$ cat src/hw/rtl/wvpi_pkg.sv
// Shared types, constants and helpers for the wheel velocity PI controller.
`default_nettype none

package wvpi_pkg;

    localparam int DIN_W      = 104;
    localparam int DOUT_W     = 168;
    localparam int CMD_W      = 2;
    localparam int MODE_W     = 4;
    localparam int ENC_W      = 16;
    localparam int VAL_W      = 32;
    localparam int CFG_ADDR_W = 2;
    localparam int GAIN_W     = 24;
    localparam int ERR_W      = VAL_W + 1;
    localparam int MUL_A_W    = ERR_W + 1;
    localparam int MUL_B_W    = GAIN_W + 1;
    localparam int PROD_W     = MUL_A_W + MUL_B_W;
    localparam int FRAC_SHIFT = 8;
    localparam int SHR_W      = PROD_W - FRAC_SHIFT;

    typedef enum logic [CMD_W-1:0] {
        CMD_TICK  = 2'd0,
        CMD_START = 2'd1,
        CMD_STOP  = 2'd2,
        CMD_CLEAR = 2'd3
    } t_cmd;

    localparam logic [CFG_ADDR_W-1:0] REG_PROP_GAIN     = 2'd0;
    localparam logic [CFG_ADDR_W-1:0] REG_INTEG_GAIN_DT = 2'd1;
    localparam logic [CFG_ADDR_W-1:0] REG_VEL_PER_COUNT = 2'd2;

    localparam logic [GAIN_W-1:0] PROP_GAIN_RST     = 24'd614400;
    localparam logic [GAIN_W-1:0] INTEG_GAIN_DT_RST = 24'd7680;
    localparam logic [GAIN_W-1:0] VEL_PER_COUNT_RST = 24'd193020;

    localparam logic [MODE_W-1:0] MODE_DRIVE_A = 4'd1;
    localparam logic [MODE_W-1:0] MODE_DRIVE_B = 4'd2;
    localparam logic [MODE_W-1:0] MODE_DRIVE_C = 4'd5;

    typedef enum logic [2:0] {
        S_IDLE,
        S_MEAS,
        S_ERR,
        S_MULP,
        S_MULI,
        S_ACC,
        S_SUM,
        S_OUT
    } t_state;

    typedef enum logic [1:0] {
        MUL_MEAS,
        MUL_PROP,
        MUL_INTEG
    } t_mul_sel;

    typedef struct packed {
        logic     load;
        logic     mul_en;
        t_mul_sel mul_sel;
        logic     err_en;
        logic     p_en;
        logic     acc_en;
        logic     upd_en;
        logic     out_load;
    } t_dp_cmd;

    typedef struct packed {
        logic tick_run;
        logic out_free;
    } t_dp_stat;

    function automatic logic signed [VAL_W-1:0] sat32(input logic signed [SHR_W-1:0] v);
        logic hi_same;
        hi_same = (&v[SHR_W-1:VAL_W-1]) || !(|v[SHR_W-1:VAL_W-1]);
        if (hi_same) begin
            return v[VAL_W-1:0];
        end else if (v[SHR_W-1]) begin
            return {1'b1, {(VAL_W-1){1'b0}}};
        end else begin
            return {1'b0, {(VAL_W-1){1'b1}}};
        end
    endfunction

    function automatic logic signed [SHR_W-1:0] sext_val(input logic signed [VAL_W-1:0] v);
        return {{(SHR_W-VAL_W){v[VAL_W-1]}}, v};
    endfunction

endpackage

`default_nettype wire

$ cat src/hw/rtl/wvpi_ctrl.sv
// Sequencer for one item: measure, error, P, I, sum (enabled ticks only), result.
`default_nettype none

module wvpi_ctrl
    import wvpi_pkg::*;
(
    input  wire logic     i_clk,
    input  wire logic     i_rst_n,
    input  wire logic     i_in_valid,
    output logic          o_in_ready,
    input  wire t_dp_stat i_stat,
    output t_dp_cmd       o_cmd
);

    t_state r_state;
    t_state n_state;

    always_ff @(posedge i_clk) begin
        if (!i_rst_n) begin
            r_state <= S_IDLE;
        end else begin
            r_state <= n_state;
        end
    end

    always_comb begin
        n_state        = r_state;
        o_cmd          = '0;
        o_cmd.mul_sel  = MUL_MEAS;
        o_in_ready     = 1'b0;
        unique case (r_state)
            S_IDLE: begin
                o_in_ready = 1'b1;
                if (i_in_valid) begin
                    o_cmd.load = 1'b1;
                    n_state    = S_MEAS;
                end
            end
            S_MEAS: begin
                o_cmd.mul_en  = 1'b1;
                o_cmd.mul_sel = MUL_MEAS;
                n_state       = S_ERR;
            end
            S_ERR: begin
                o_cmd.err_en = 1'b1;
                n_state      = i_stat.tick_run ? S_MULP : S_OUT;
            end
            S_MULP: begin
                o_cmd.mul_en  = 1'b1;
                o_cmd.mul_sel = MUL_PROP;
                n_state       = S_MULI;
            end
            S_MULI: begin
                o_cmd.p_en    = 1'b1;
                o_cmd.mul_en  = 1'b1;
                o_cmd.mul_sel = MUL_INTEG;
                n_state       = S_ACC;
            end
            S_ACC: begin
                o_cmd.acc_en = 1'b1;
                n_state      = S_SUM;
            end
            S_SUM: begin
                o_cmd.upd_en = 1'b1;
                n_state      = S_OUT;
            end
            S_OUT: begin
                if (i_stat.out_free) begin
                    o_cmd.out_load = 1'b1;
                    n_state        = S_IDLE;
                end
            end
            default: begin
                n_state = S_IDLE;
            end
        endcase
    end

    a_acc_follows_muli: assert property (@(posedge i_clk) disable iff (!i_rst_n)
        o_cmd.acc_en |-> $past(o_cmd.p_en))
        else $error("accumulate without preceding P capture");

endmodule

`default_nettype wire

$ cat config.mk
export PLATFORM = sky130hd
export DESIGN_NAME = wvpi_ctrl
export DESIGN_NICKNAME = d
export VERILOG_FILES = /design/src/hw/rtl/wvpi_pkg.sv /design/src/hw/rtl/wvpi_ctrl.sv
export SDC_FILE = /design/constraint.sdc
export NUM_CORES = 1
export LEC_CHECK = 0
export BUFFER_PORTS_ARGS = -buffer_cell sky130_fd_sc_hd__buf_4
export CELL_PAD_IN_SITES_DETAIL_PLACEMENT = 0
export CELL_PAD_IN_SITES_GLOBAL_PLACEMENT = 1
export CORE_AREA = 2 2 39 41
export CTS_CLUSTER_SIZE = 28
export DETAILED_ROUTE_END_ITERATION = 8
export DIE_AREA = 0 0 41 43
export GPL_TIMING_DRIVEN = 0
export PLACE_DENSITY_LB_ADDON = 0.12
export SLEW_MARGIN = 20
export SYNTH_ARGS = -nofsm -noshare
export SYNTH_HDL_FRONTEND = slang
export SYNTH_SLANG_ARGS = --single-unit
$ cat constraint.sdc
create_clock -name i_clk -period 1.18 [get_ports i_clk]
set_clock_uncertainty 0.15 [all_clocks]
set_input_delay 0.236 -clock i_clk [delete_from_list [all_inputs] [get_ports i_clk]]
set_output_delay 0.236 -clock i_clk [all_outputs]
set_load 0.01 [all_outputs]
* After elaboration in Yosys (flattened, before gate mapping)
Index checks and enable logic that the tools add are counted.
W data, S select, Z words.
** Word-level totals
- Register bits after elaboration :: 3
- Latch bits :: 0
- Bits in writable memories :: 0
- ROM bits :: 0
- Output and inout bits :: 10
- Memories kept :: 0
** Operators by class
- Add/sub/neg operators :: 0
- Multiply operators :: 0
- Div/mod/pow operators :: 0
- Magnitude comparators :: 0
- Equality and inequality tests :: 9
- Shift-type cells :: 0
- Multiplexer cells :: 14
- Bitwise gates (word level) :: 0
- Reduce and logical (&&, ||, !) cells :: 2
** Operators with widths (number)
- $pmux W3 S8 :: 1
- $eq A3 B3 Y1 const B :: 4
- $mux W1 :: 9
- $mux W3 :: 3
- $pmux W3 S3 :: 1
- $eq A3 B2 Y1 const B :: 2
- $ne A2 B2 Y1 const B :: 2
- $eq A3 B1 Y1 const B :: 1
- $logic_not A3 Y1 :: 1
- $reduce_and A2 Y1 :: 1

* Longest topological paths before layout
Gate-level depths: netlist (run 1).
- Depth after elaboration :: 3
- Mapped depth :: 4
- Gate-level depth less buffers :: 3

* Worst setup path before layout (run 1)
No wires, ideal clock.
- Kind :: register -> output
- From :: register r_state[1]
- To :: output o_cmd[7] (netlist name)
- Data arrival time :: 0.877 ns
- Required time :: 0.794 ns
- Setup slack :: -0.083 ns
- Stages on the path, launching flop included :: 4
- Cell sequence :: dfxtp_1 buf_4 nor3b_4 nand2b_1
** RTL lines
- start, declared :: line wvpi_ctrl.sv:15 : t_state r_state;
- start signal, assigned :: line wvpi_ctrl.sv:22 : r_state <= n_state;
- end, declared :: line wvpi_ctrl.sv:12 : output t_dp_cmd o_cmd

==> impl_results.md, run 1 <==
* Final std cells w/o fill at 71
* Top Registers: r_state: 3 flops
* Synth Register Bits at 3
* Yosys top cell by area: dfxtp_1
* EDFF count, synth at 0
* Mapped Avg Cell Area at roughly 9 sq um
* Starting density of the core at 19.5%
* Die Y at approximately 43 microns
* Asr flop ratio synth at 0%
* Area fraction of the dominant cell type after synthesis at 22.2%
* Htree depth at 1
* Via count at about 300
* Final hold vios at 0
* Clock Sinks at 3
* Leakage at approximately 0.28 nW
* Slew HR at 87.9%
* Std cell rows at 14
* Syn Nets at 35
* PortBufs at 14
* Worst-path clk slew at 0.04 ns
* CP Max Fanout at 4
* Most flops, register: r_state
* Placed insts at 60
* Total iterations of the first detailed-routing run at 2
* Fmax at about 660 MHz
* Root Driver: clkbuf_4
* Antenna violation net count after detailed routing at 0
* DRC viols at 0
* IO Count at 15
* Largest cells by area after synthesis: dfxtp_1 (22%), buf_6 (8.3%), nor3b_4 (6.9%), and3b_1 (6.5%), nor3_4 (6.0%)
* Layout cells sized above 1 at roughly three quarters
* Area post-placement at between 400 and 500 sq um
* Hold buffers post-CTS at 0
* Most common cell in the netlist: dfxtp_1
* Clock Tree Buf Depth at 2
* Worst EP required at 0.79 ns
* Die area at approximately 0.0018 sq mm
* Vias per std cell at 4.18
* Startpoint class of the critical path: flip-flop
* Multi-input gate area at 209 sq um
* Seq/Total Area, Yosys at between 20 and 25%
* Final core utilization at 40.8%
* Total GRT Usage at 9.02%
* Core area at 0.00138 sq mm
* Register area at 62.6 sq um
* Failing checks: setup timing
* Final worst slack at -0.346 ns
* Status: complete, but fails checks
* Power Total at around 0.63 mW
* Hold_ws at 0.121 ns
* Kind of critical path: flip-flop to output pin
* Ys flop type: dfxtp_1
* Fin. max-slew vios at 0
* # Max-Cap Violations at 0
* Grt total ovfl at 0
* Via count of the first global-routing pass at 288
* Warning count from the yosys run at 0
* Crit end category: output pin
* Nets at between 60 and 70
* Largest register FFs at 3
* Final GP Congestion at 0.684
* Dpl ws at -0.133 ns
* Unrepaired setup endpoints after global routing: yes
* Worst-margin pin slew at 0.180 ns
* DPL Wire Length at approximately 440 microns
* Setup TNS at -2.77 ns
* Largest net degree at the start of global routing at 9
* Fillers at 156
* Hold crit path type: input port to flip-flop
* Final Cell Area at 564 sq um
* Area growth, synth to finish at 109%
* CTS tree: done
* Syn Inst Count at 30
* Antenna Cells at 0
* Pwr per Cell Area at 1110 mW/mm^2
* First-pass GRT wire length at 1070 microns
* Die Wd at 41 microns
* TritonCTS buffer count at 3
* Clock latency on the worst-skew pair at 0.23 ns
* Flop2flop setup slack at 0.04 ns
* Min cycle time layout at 1.53 ns
* VDD IR-drop max at 0.508 mV
* Period utilization at 129%
* Initial antenna violation count at 0
* Critical path arrival at 1.14 ns
* Drt total wl at between 700 and 800 microns
* Drt wl/cell at between 10 and 15 microns
* # setup viols final at 10
* Yosys cell types at 21
* Detailed Route Iter0 Violations at 5
* Mapped cell area at approximately 270 sq um
## metal layers
metal,wire [microns],track usage [%],up-vias
li1,-,-,147
met1,305,10.2,140
met2,372,14.4,10
met3,45,4.71,0
met4,0,2.00,0
met5,0,0,-
## kinds of logic after synthesis
family	share of synthesized area (%)
and+or+nand+nor	52.8
buffers and inverters	15.3
DFF	22.2
AOI/OAI and AO/OA	9.72
## repair_timing
action                     in CTS  in global routing
setup endpoints to repair      10                 11
setup buffers                   6                  0
gates resized for setup        15                  2
cloned                          1                  0
pin swaps                       5                  3
## area by class of cell
cell class,count,share of cell area [%]
Sequential cell,3,11.1
Timing Repair Buffer,21,35.7
Buffer,4,7.32
Multi-Input combinational cell,22,37.0
Inverter,1,0.665
Clock buffer,4,4.66
Tap cell,16,3.55
## cell usage in the layout, fill, tap and decap left out, drive strengths merged, types with 2 or more instances in the layout
master  instances
nor3            3
and3b           2
clkbuf          4
dfxtp           3
nand2           3
a21oi           2
nand2b          3
nor2            3
nor3b           3
buf            25
## path summary, 6_finish.rpt
| path | startpoint | endpoint | cells past startpoint |
|---|---|---|---|
| setup / recovery | r_state[1] | o_cmd[7] | 4 |
| hold / removal | i_rst_n | r_state[0] | 3 |
| setup reg to reg | r_state[0] | r_state[2] | 5 |
| hold reg to reg | r_state[2] | r_state[0] | 3 |
## report_power, final
group | switching (mW) | total, mW | internal (mW)
clock network | 0.0539 | 0.181 | 0.127
logic | 0.134 | 0.323 | 0.189
registers | 0.00689 | 0.123 | 0.116
total | 0.195 | 0.627 | 0.432
## critical path, cell delays in order (launching register included)
cell and delay [ns]:
dfxtp_2 0.31, buf_6 0.13, nor3b_4 0.22, nand2b_4 0.16, buf_6 0.09
(Power assumes the default switching activity.)
==> run 2: changes to the inputs <==
- ABC_AREA: default -> 1
==> run 2 against run 1 <==
  * The run still ends with setup timing left
  * Global-route usage increased by 0.50 points
  * Power decreased by 2.8%
  * Design area decreased by 9.8%
  * Non-clock buffer count decreased by 2
  * Combinational power decreased by 12%
  * Synthesized cell count increased by 20%
  * Die area unchanged
  * Sequential share of layout area increased by 2.9 points
  * Clock power decreased by 2%
  * Count of clock-buffer cells in the layout unchanged
  * Critical endpoint is now o_cmd[2]
==> impl_results.md, run 2 <==
* Crit end category: output pin
* Dpl ws at -0.125 ns (+0.00775 ns)
* Largest family of logic cells by synthesized area: simple AND/OR/NAND/NOR gates
* Top Registers: r_state: 3 flops
* Switch Pwr at 0.201 mW (+3.4%)
* Final GP Congestion at 0.647 (-5.4%)
* PortBufs at 14 (unchanged)
* Worst EP required at 0.79 ns (about the same)
* Worst-margin pin slew at 0.171 ns (-0.00900 ns)
* EDFF count, synth at 0 (unchanged)
* Ys flop type: dfxtp_1
* IO Count at 15 (unchanged)
* Status: complete, but fails checks
* Fmax at 678 MHz (+3.5%)
* Min cycle time layout at 1.47 ns (-0.0519 ns)
* CP Max Fanout at 9 (+5)
* Syn Nets at 41 (+17%)
* Placed insts at 66 (+10%)
* Period utilization at 125% (-4.4 points)
* TritonCTS buffer count at 3 (unchanged)
* Leakage at 0.260 nW (-8.0%)
* Final hold vios at 0 (unchanged)
* Startpoint class of the critical path: flip-flop
* Sw Share at 33.1% (+2.0 points)
* Drt total wl at 690 microns (-4.6%)
* Initial antenna violation count at 0 (unchanged)
* Setup TNS at -2.44 ns (+0.333 ns)
* Seq/Total Area, Yosys at 27.9% (+5.7 points)
* Slew HR at 88.6% (+0.66 points)
* Core area at 0.00138 sq mm (unchanged)
* Area post-placement at 365 sq um (-11%)
* Layout cells sized above 1 at 65.6% (-11 points)
* First-pass GRT wire length at 1150 microns (+7.1%)
* Die Wd at 41 microns (unchanged)
* Nets at 67 (+9.8%)
* Kind of critical path: flip-flop to output pin
* Failing checks: setup timing
* Area fraction of the dominant cell type after synthesis at 27.9% (+5.7 points)
* Critical path arrival at 1.09 ns (-0.05 ns)
* Synth Area in Compound Gates at 8.72% (-1.0 points)
* Std cell rows at 14 (unchanged)
* Starting density of the core at 15.6% (-4.0 points)
* Root Driver: clkbuf_4
* Total iterations of the first detailed-routing run at 2 (unchanged)
* Clock latency on the worst-skew pair at 0.23 ns (about the same)
* XOR/XNOR Fraction of Synth Area at 0% (unchanged)
* Antenna Cells at 0 (unchanged)
* Worst-path clk slew at 0.03 ns (about the same)
* Power Total at 0.609 mW (-2.8%)
* # setup viols final at 10 (unchanged)
* Via count of the first global-routing pass at 282 (-2.1%)
* Detailed Route Iter0 Violations at 2 (-3)
* Commonest non-fill, non-tap cell in the layout: buf_4
* VDD IR-drop max at 0.604 mV (+19%)
* Adder-cell share of the synthesized area at 0% (unchanged)
* Sequential Power Share at 24.1% (+4.4 points)
* Die area at 0.00176 sq mm (unchanged)
* Commonest non-fill, non-tap cells in the layout: buf_4 (17), buf_6 (6), nor2_1 (5)
* Htree depth at 1 (unchanged)
* Internal power at 0.408 mW (-5.6%)
* Fillers at 160 (+2.6%)
* Yosys cell types at 15 (-29%)
* Drt wl/cell at 8.96 microns (-12%)
* Clock group share of total power at 29.0% (+0.2 points)
* Die Y at 43 microns (unchanged)
* Hold_ws at 0.0693 ns (-0.0517 ns)
* Pwr per Cell Area at 1200 mW/mm^2 (+7.7%)
* Mapped Avg Cell Area at 5.98 sq um (-34%)
* Final worst slack at -0.294 ns (+0.0519 ns)
* Via count at 311 (+4.7%)
* Warning count from the yosys run at 0 (unchanged)
* Largest cells by area after synthesis: dfxtp_1 (28%), nor2_1 (14%), nand2_1 (10%), nand3_1 (7.0%), buf_4 (7.0%)
* DRC viols at 0 (unchanged)
* Most common cell in the netlist: nor2_1
* Mapped cell area at 215 sq um (-20%)
* DPL Wire Length at 472 microns (+6.1%)
* Clock Tree Buf Depth at 2 (unchanged)
* Hold crit path type: input port to flip-flop
* Largest register FFs at 3 (unchanged)
* CTS tree: done
* Synth Register Bits at 3 (unchanged)
* Yosys top cell by area: dfxtp_1
* Antenna violation net count after detailed routing at 0 (unchanged)
* Area growth, synth to finish at 137%
* Syn Inst Count at 36 (+20%)
* Vias per std cell at 4.04 (-3.4%)
* Fin. max-slew vios at 0 (unchanged)
* Total GRT Usage at 9.52% (+0.50 points)
* # Max-Cap Violations at 0 (unchanged)
* Asr flop ratio synth at 0% (unchanged)
* Hold buffers post-CTS at 0 (unchanged)
* Flop2flop setup slack at 0.02 ns (-0.02 ns)
* Top cells by count, synth: nor2_1 (8), nand2_1 (6), inv_1 (4)
* Combinational share of power at 46.8% (-4.7 points)
* Post-Synth Simple-Gate Area at 45.9% (-6.8 points)
* Final std cells w/o fill at 77 (+8.5%)
* Grt total ovfl at 0 (unchanged)
* Unrepaired setup endpoints after global routing: yes
* Clock Sinks at 3 (unchanged)
* Mux cell area share after synthesis at 0% (unchanged)
* Final core utilization at 36.8% (-4.0 points)
* Largest net degree at the start of global routing at 10 (+1)
* Most flops, register: r_state
* Final Cell Area at 509 sq um (-9.8%)
-- run 2: cell types whose count changed after synthesis, moves of 2 or more --
cell	delta
and3b_1	-2
buf_6	-2
inv_1	+3
inv_2	+2
nand2_1	+4
nand2b_1	-2
nand3_1	+3
nor2_1	+6
-- run 2: critical path, cell delays in order, from the launching register on --
cell and delay (ns):
dfxtp_4 0.38, or2_4 0.27, nor2_4 0.10, buf_6 0.10
-- run 2: power by group through the flow --
stage,clock (mW),combinational (mW),sequential [mW]
floorplan,0,0.112,0.136
global placement,0,0.189,0.140
detailed placement,0,0.190,0.140
CTS,0.187,0.245,0.143
global route,0.191,0.312,0.150
finish,0.177,0.285,0.147
-- run 2: repair_timing --
item                       4_1_cts  5_1_grt
gates resized for setup          8       12
setup buffers                    7        1
setup endpoints to repair       10       12
pin swaps                        3        5
-- run 2: cell type report --
type	count	area [sq um]	area share [%]
inverters	6	27.5	5.41
flip-flops and latches	3	71.3	14.0
repair buffers	22	188	36.9
well taps	16	20.0	3.93
plain buffers	1	7.51	1.47
clock buffers	4	26.3	5.16
multi-input cells	25	169	33.2
-- run 2: cells by family (layout without fill, tap and decap cells) --
group,after synthesis,in the layout
compound gates,3,3
buf+inv,8,33
flops,3,3
simple gates,22,22
-- run 2: path summary, 6_finish.rpt --
kind	start	to	depth (start not counted)
max	r_state[1]	o_cmd[2]	3
min	i_rst_n	r_state[2]	3
max reg2reg	r_state[0]	r_state[0]	6
min reg2reg	r_state[1]	r_state[0]	2
-- run 2: layer usage --
| layer | track usage (%) | routed length [microns] | vias to the layer above |
|---|---|---|---|
| met5 | 0 | 0 | - |
| met4 | 2.00 | 0 | 0 |
| met3 | 5.24 | 59 | 0 |
| li1 | - | - | 161 |
| met1 | 11.5 | 266 | 140 |
| met2 | 14.4 | 364 | 10 |
==> run 3: changes to the inputs <==
- SETUP_SLACK_MARGIN: default -> 0.05
==> run 3 against run 2 <==
  * The flow still finishes with violations (setup timing)
  * Setup slack worse by 0.013 ns
  * Combinational power down 2%
  * Power down 2.6%
  * Design area down 3.2%
  * Flip-flop and latch count unchanged
  * Count of clock-buffer cells in the layout unchanged
==> impl_results.md, run 3 (synthesis results as in run 2) <==
* # Max-Cap Violations at 0 (unchanged)
* Area growth, synth to finish at 129%
* Die area at 0.00176 sq mm (unchanged)
* Grt total ovfl at 0 (unchanged)
* Worst-margin pin slew at 0.163 ns (-0.00794 ns)
* Die Wd at 41 microns (unchanged)
* Period utilization at 126% (+1.1 points)
* Vias per std cell at 4.01 (-0.64%)
* Via count of the first global-routing pass at 290 (+2.8%)
* VDD IR-drop max at 0.485 mV (-20%)
* Slew HR at 89.1% (+0.53 points)
* Largest net degree at the start of global routing at 10 (unchanged)
* Total iterations of the first detailed-routing run at 2 (unchanged)
* Core area at 0.00138 sq mm (unchanged)
* Std cell rows at 14 (unchanged)
* Hold_ws at 0.0574 ns (-0.0119 ns)
* DPL Wire Length at 518 microns (+9.8%)
* Area post-placement at 368 sq um (+0.69%)
* Htree depth at 1 (unchanged)
* CTS tree: done
* Worst-path clk slew at 0.04 ns (about the same)
* Commonest non-fill, non-tap cells in the layout: buf_4 (16), buf_6 (6), nor2_1 (5)
* Crit-path max cell delay at 0.30 ns (-0.08 ns)
* Crit path max-delay family: simple AND/OR/NAND/NOR gates
* Top Registers: r_state: 3 flops
* Final worst slack at -0.307 ns (-0.0132 ns)
* Worst EP required at 0.79 ns (about the same)
* PortBufs at 14 (unchanged)
* Final Cell Area at 493 sq um (-3.2%)
* Dpl ws at -0.120 ns (+0.00510 ns)
* Largest register FFs at 3 (unchanged)
* Commonest non-fill, non-tap cell in the layout: buf_4
* Starting density of the core at 15.6% (unchanged)
* Drt total wl at 716 microns (+3.8%)
* Worst path most repeated cell: buf_6
* Kind of critical path: flip-flop to output pin
* Final hold vios at 0 (unchanged)
* Drt wl/cell at 9.42 microns (+5.1%)
* Leakage at 0.252 nW (-2.8%)
* Die Y at 43 microns (unchanged)
* Root Driver: clkbuf_4
* Layout cells sized above 1 at 65.0% (-0.57 points)
* Fmax at 672 MHz (-0.89%)
* First-pass GRT wire length at 1120 microns (-1.8%)
* Antenna violation net count after detailed routing at 0 (unchanged)
* IO Count at 15 (unchanged)
* DRC viols at 0 (unchanged)
* Final GP Congestion at 0.682 (+5.5%)
* Clock latency on the worst-skew pair at 0.23 ns (about the same)
* Slowest stage cell on the critical path: dfxtp_2
* Via count at 305 (-1.9%)
* Most flops, register: r_state
* Startpoint class of the critical path: flip-flop
* Clock Tree Buf Depth at 2 (unchanged)
* Detailed Route Iter0 Violations at 2 (unchanged)
* Status: complete, but fails checks
* Unrepaired setup endpoints after global routing: yes
* Min cycle time layout at 1.49 ns (+0.0132 ns)
* Fin. max-slew vios at 0 (unchanged)
* Nets at 66 (-1.5%)
* Initial antenna violation count at 0 (unchanged)
* CP Buf/Inv Count at 2 (+1)
* Pwr per Cell Area at 1200 mW/mm^2 (+0.65%)
* # setup viols final at 10 (unchanged)
* Critical path arrival at 1.10 ns (about the same)
* Total GRT Usage at 9.82% (+0.30 points)
* Clock Sinks at 3 (unchanged)
* Antenna Cells at 0 (unchanged)
* TritonCTS buffer count at 3 (unchanged)
* Failing checks: setup timing
* Hold crit path type: input port to flip-flop
* Crit end category: output pin
* CP Max Fanout at 8 (-1)
* Worst-path cell chain: buf_6 > or2_4 > nor2_4 > buf_6
-- run 3: cell type report --
cell class	count	area [sq um]
Timing Repair Buffer	20	169
Tap cell	16	20.0
Multi-Input combinational cell	25	163
Inverter	6	27.5
Buffer	2	18.8
Sequential cell	3	68.8
Clock buffer	4	26.3
Fill cell	149	891
-- run 3: repair_timing --
| action | CTS | global route |
|---|---|---|
| endpoints found under the setup margin | 10 | 13 |
| hold buffers | 0 | 0 |
| buffers inserted | 5 | 1 |
| pin swaps | 3 | 3 |
| hold endpoints to repair | 0 | 0 |
| gates resized for setup | 7 | 10 |
-- run 3: report_power, final --
| group | total (mW) | switching [mW] | internal [mW] | leakage, nW |
|---|---|---|---|---|
| clock | 0.179 | 0.0526 | 0.127 | 0.0150 |
| sequential | 0.135 | 0.0174 | 0.118 | 0.0264 |
| combinational | 0.279 | 0.130 | 0.149 | 0.211 |
| total | 0.594 | 0.200 | 0.394 | 0.252 |
-- run 3: worst paths after layout --
kind,start,endpoint,slack (ns),depth (start not counted)
hold / removal,i_rst_n,r_state[2],0.06,3
setup / recovery,r_state[1],o_cmd[2],-0.31,4
hold reg to reg,r_state[0],r_state[0],0.47,3
setup reg to reg,r_state[2],r_state[1],0.06,4
-- run 3: layer usage --
layer | track usage [%] | vias to the layer above | routed length [microns]
met5 | 0 | - | 0
met4 | 8.00 | 0 | 0
met3 | 3.14 | 0 | 43
met2 | 15.0 | 9 | 375
met1 | 10.2 | 136 | 297
li1 | - | 160 | -
-- run 3: through the flow --
stage	std cells	util [%]	total power, mW	setup TNS, ns
2_1_floorplan	36	-	0.251	-0.0782
3_3_place_gp	66	26.6	0.332	-0.307
3_5_place_dp	66	26.6	0.335	-0.395
4_1_cts	75	32.8	0.567	-2.54
5_1_grt	76	35.6	0.646	-3.09
6_report	76	35.6	0.594	-2.47
-- run 3: worst reg2reg max path: cells and delay by family, from the launching register on --
family | cells | cell delay [ns]
buffers and inverters | 1 | 0.16
flip-flops | 1 | 0.35
AND/OR/NAND/NOR | 3 | 0.36
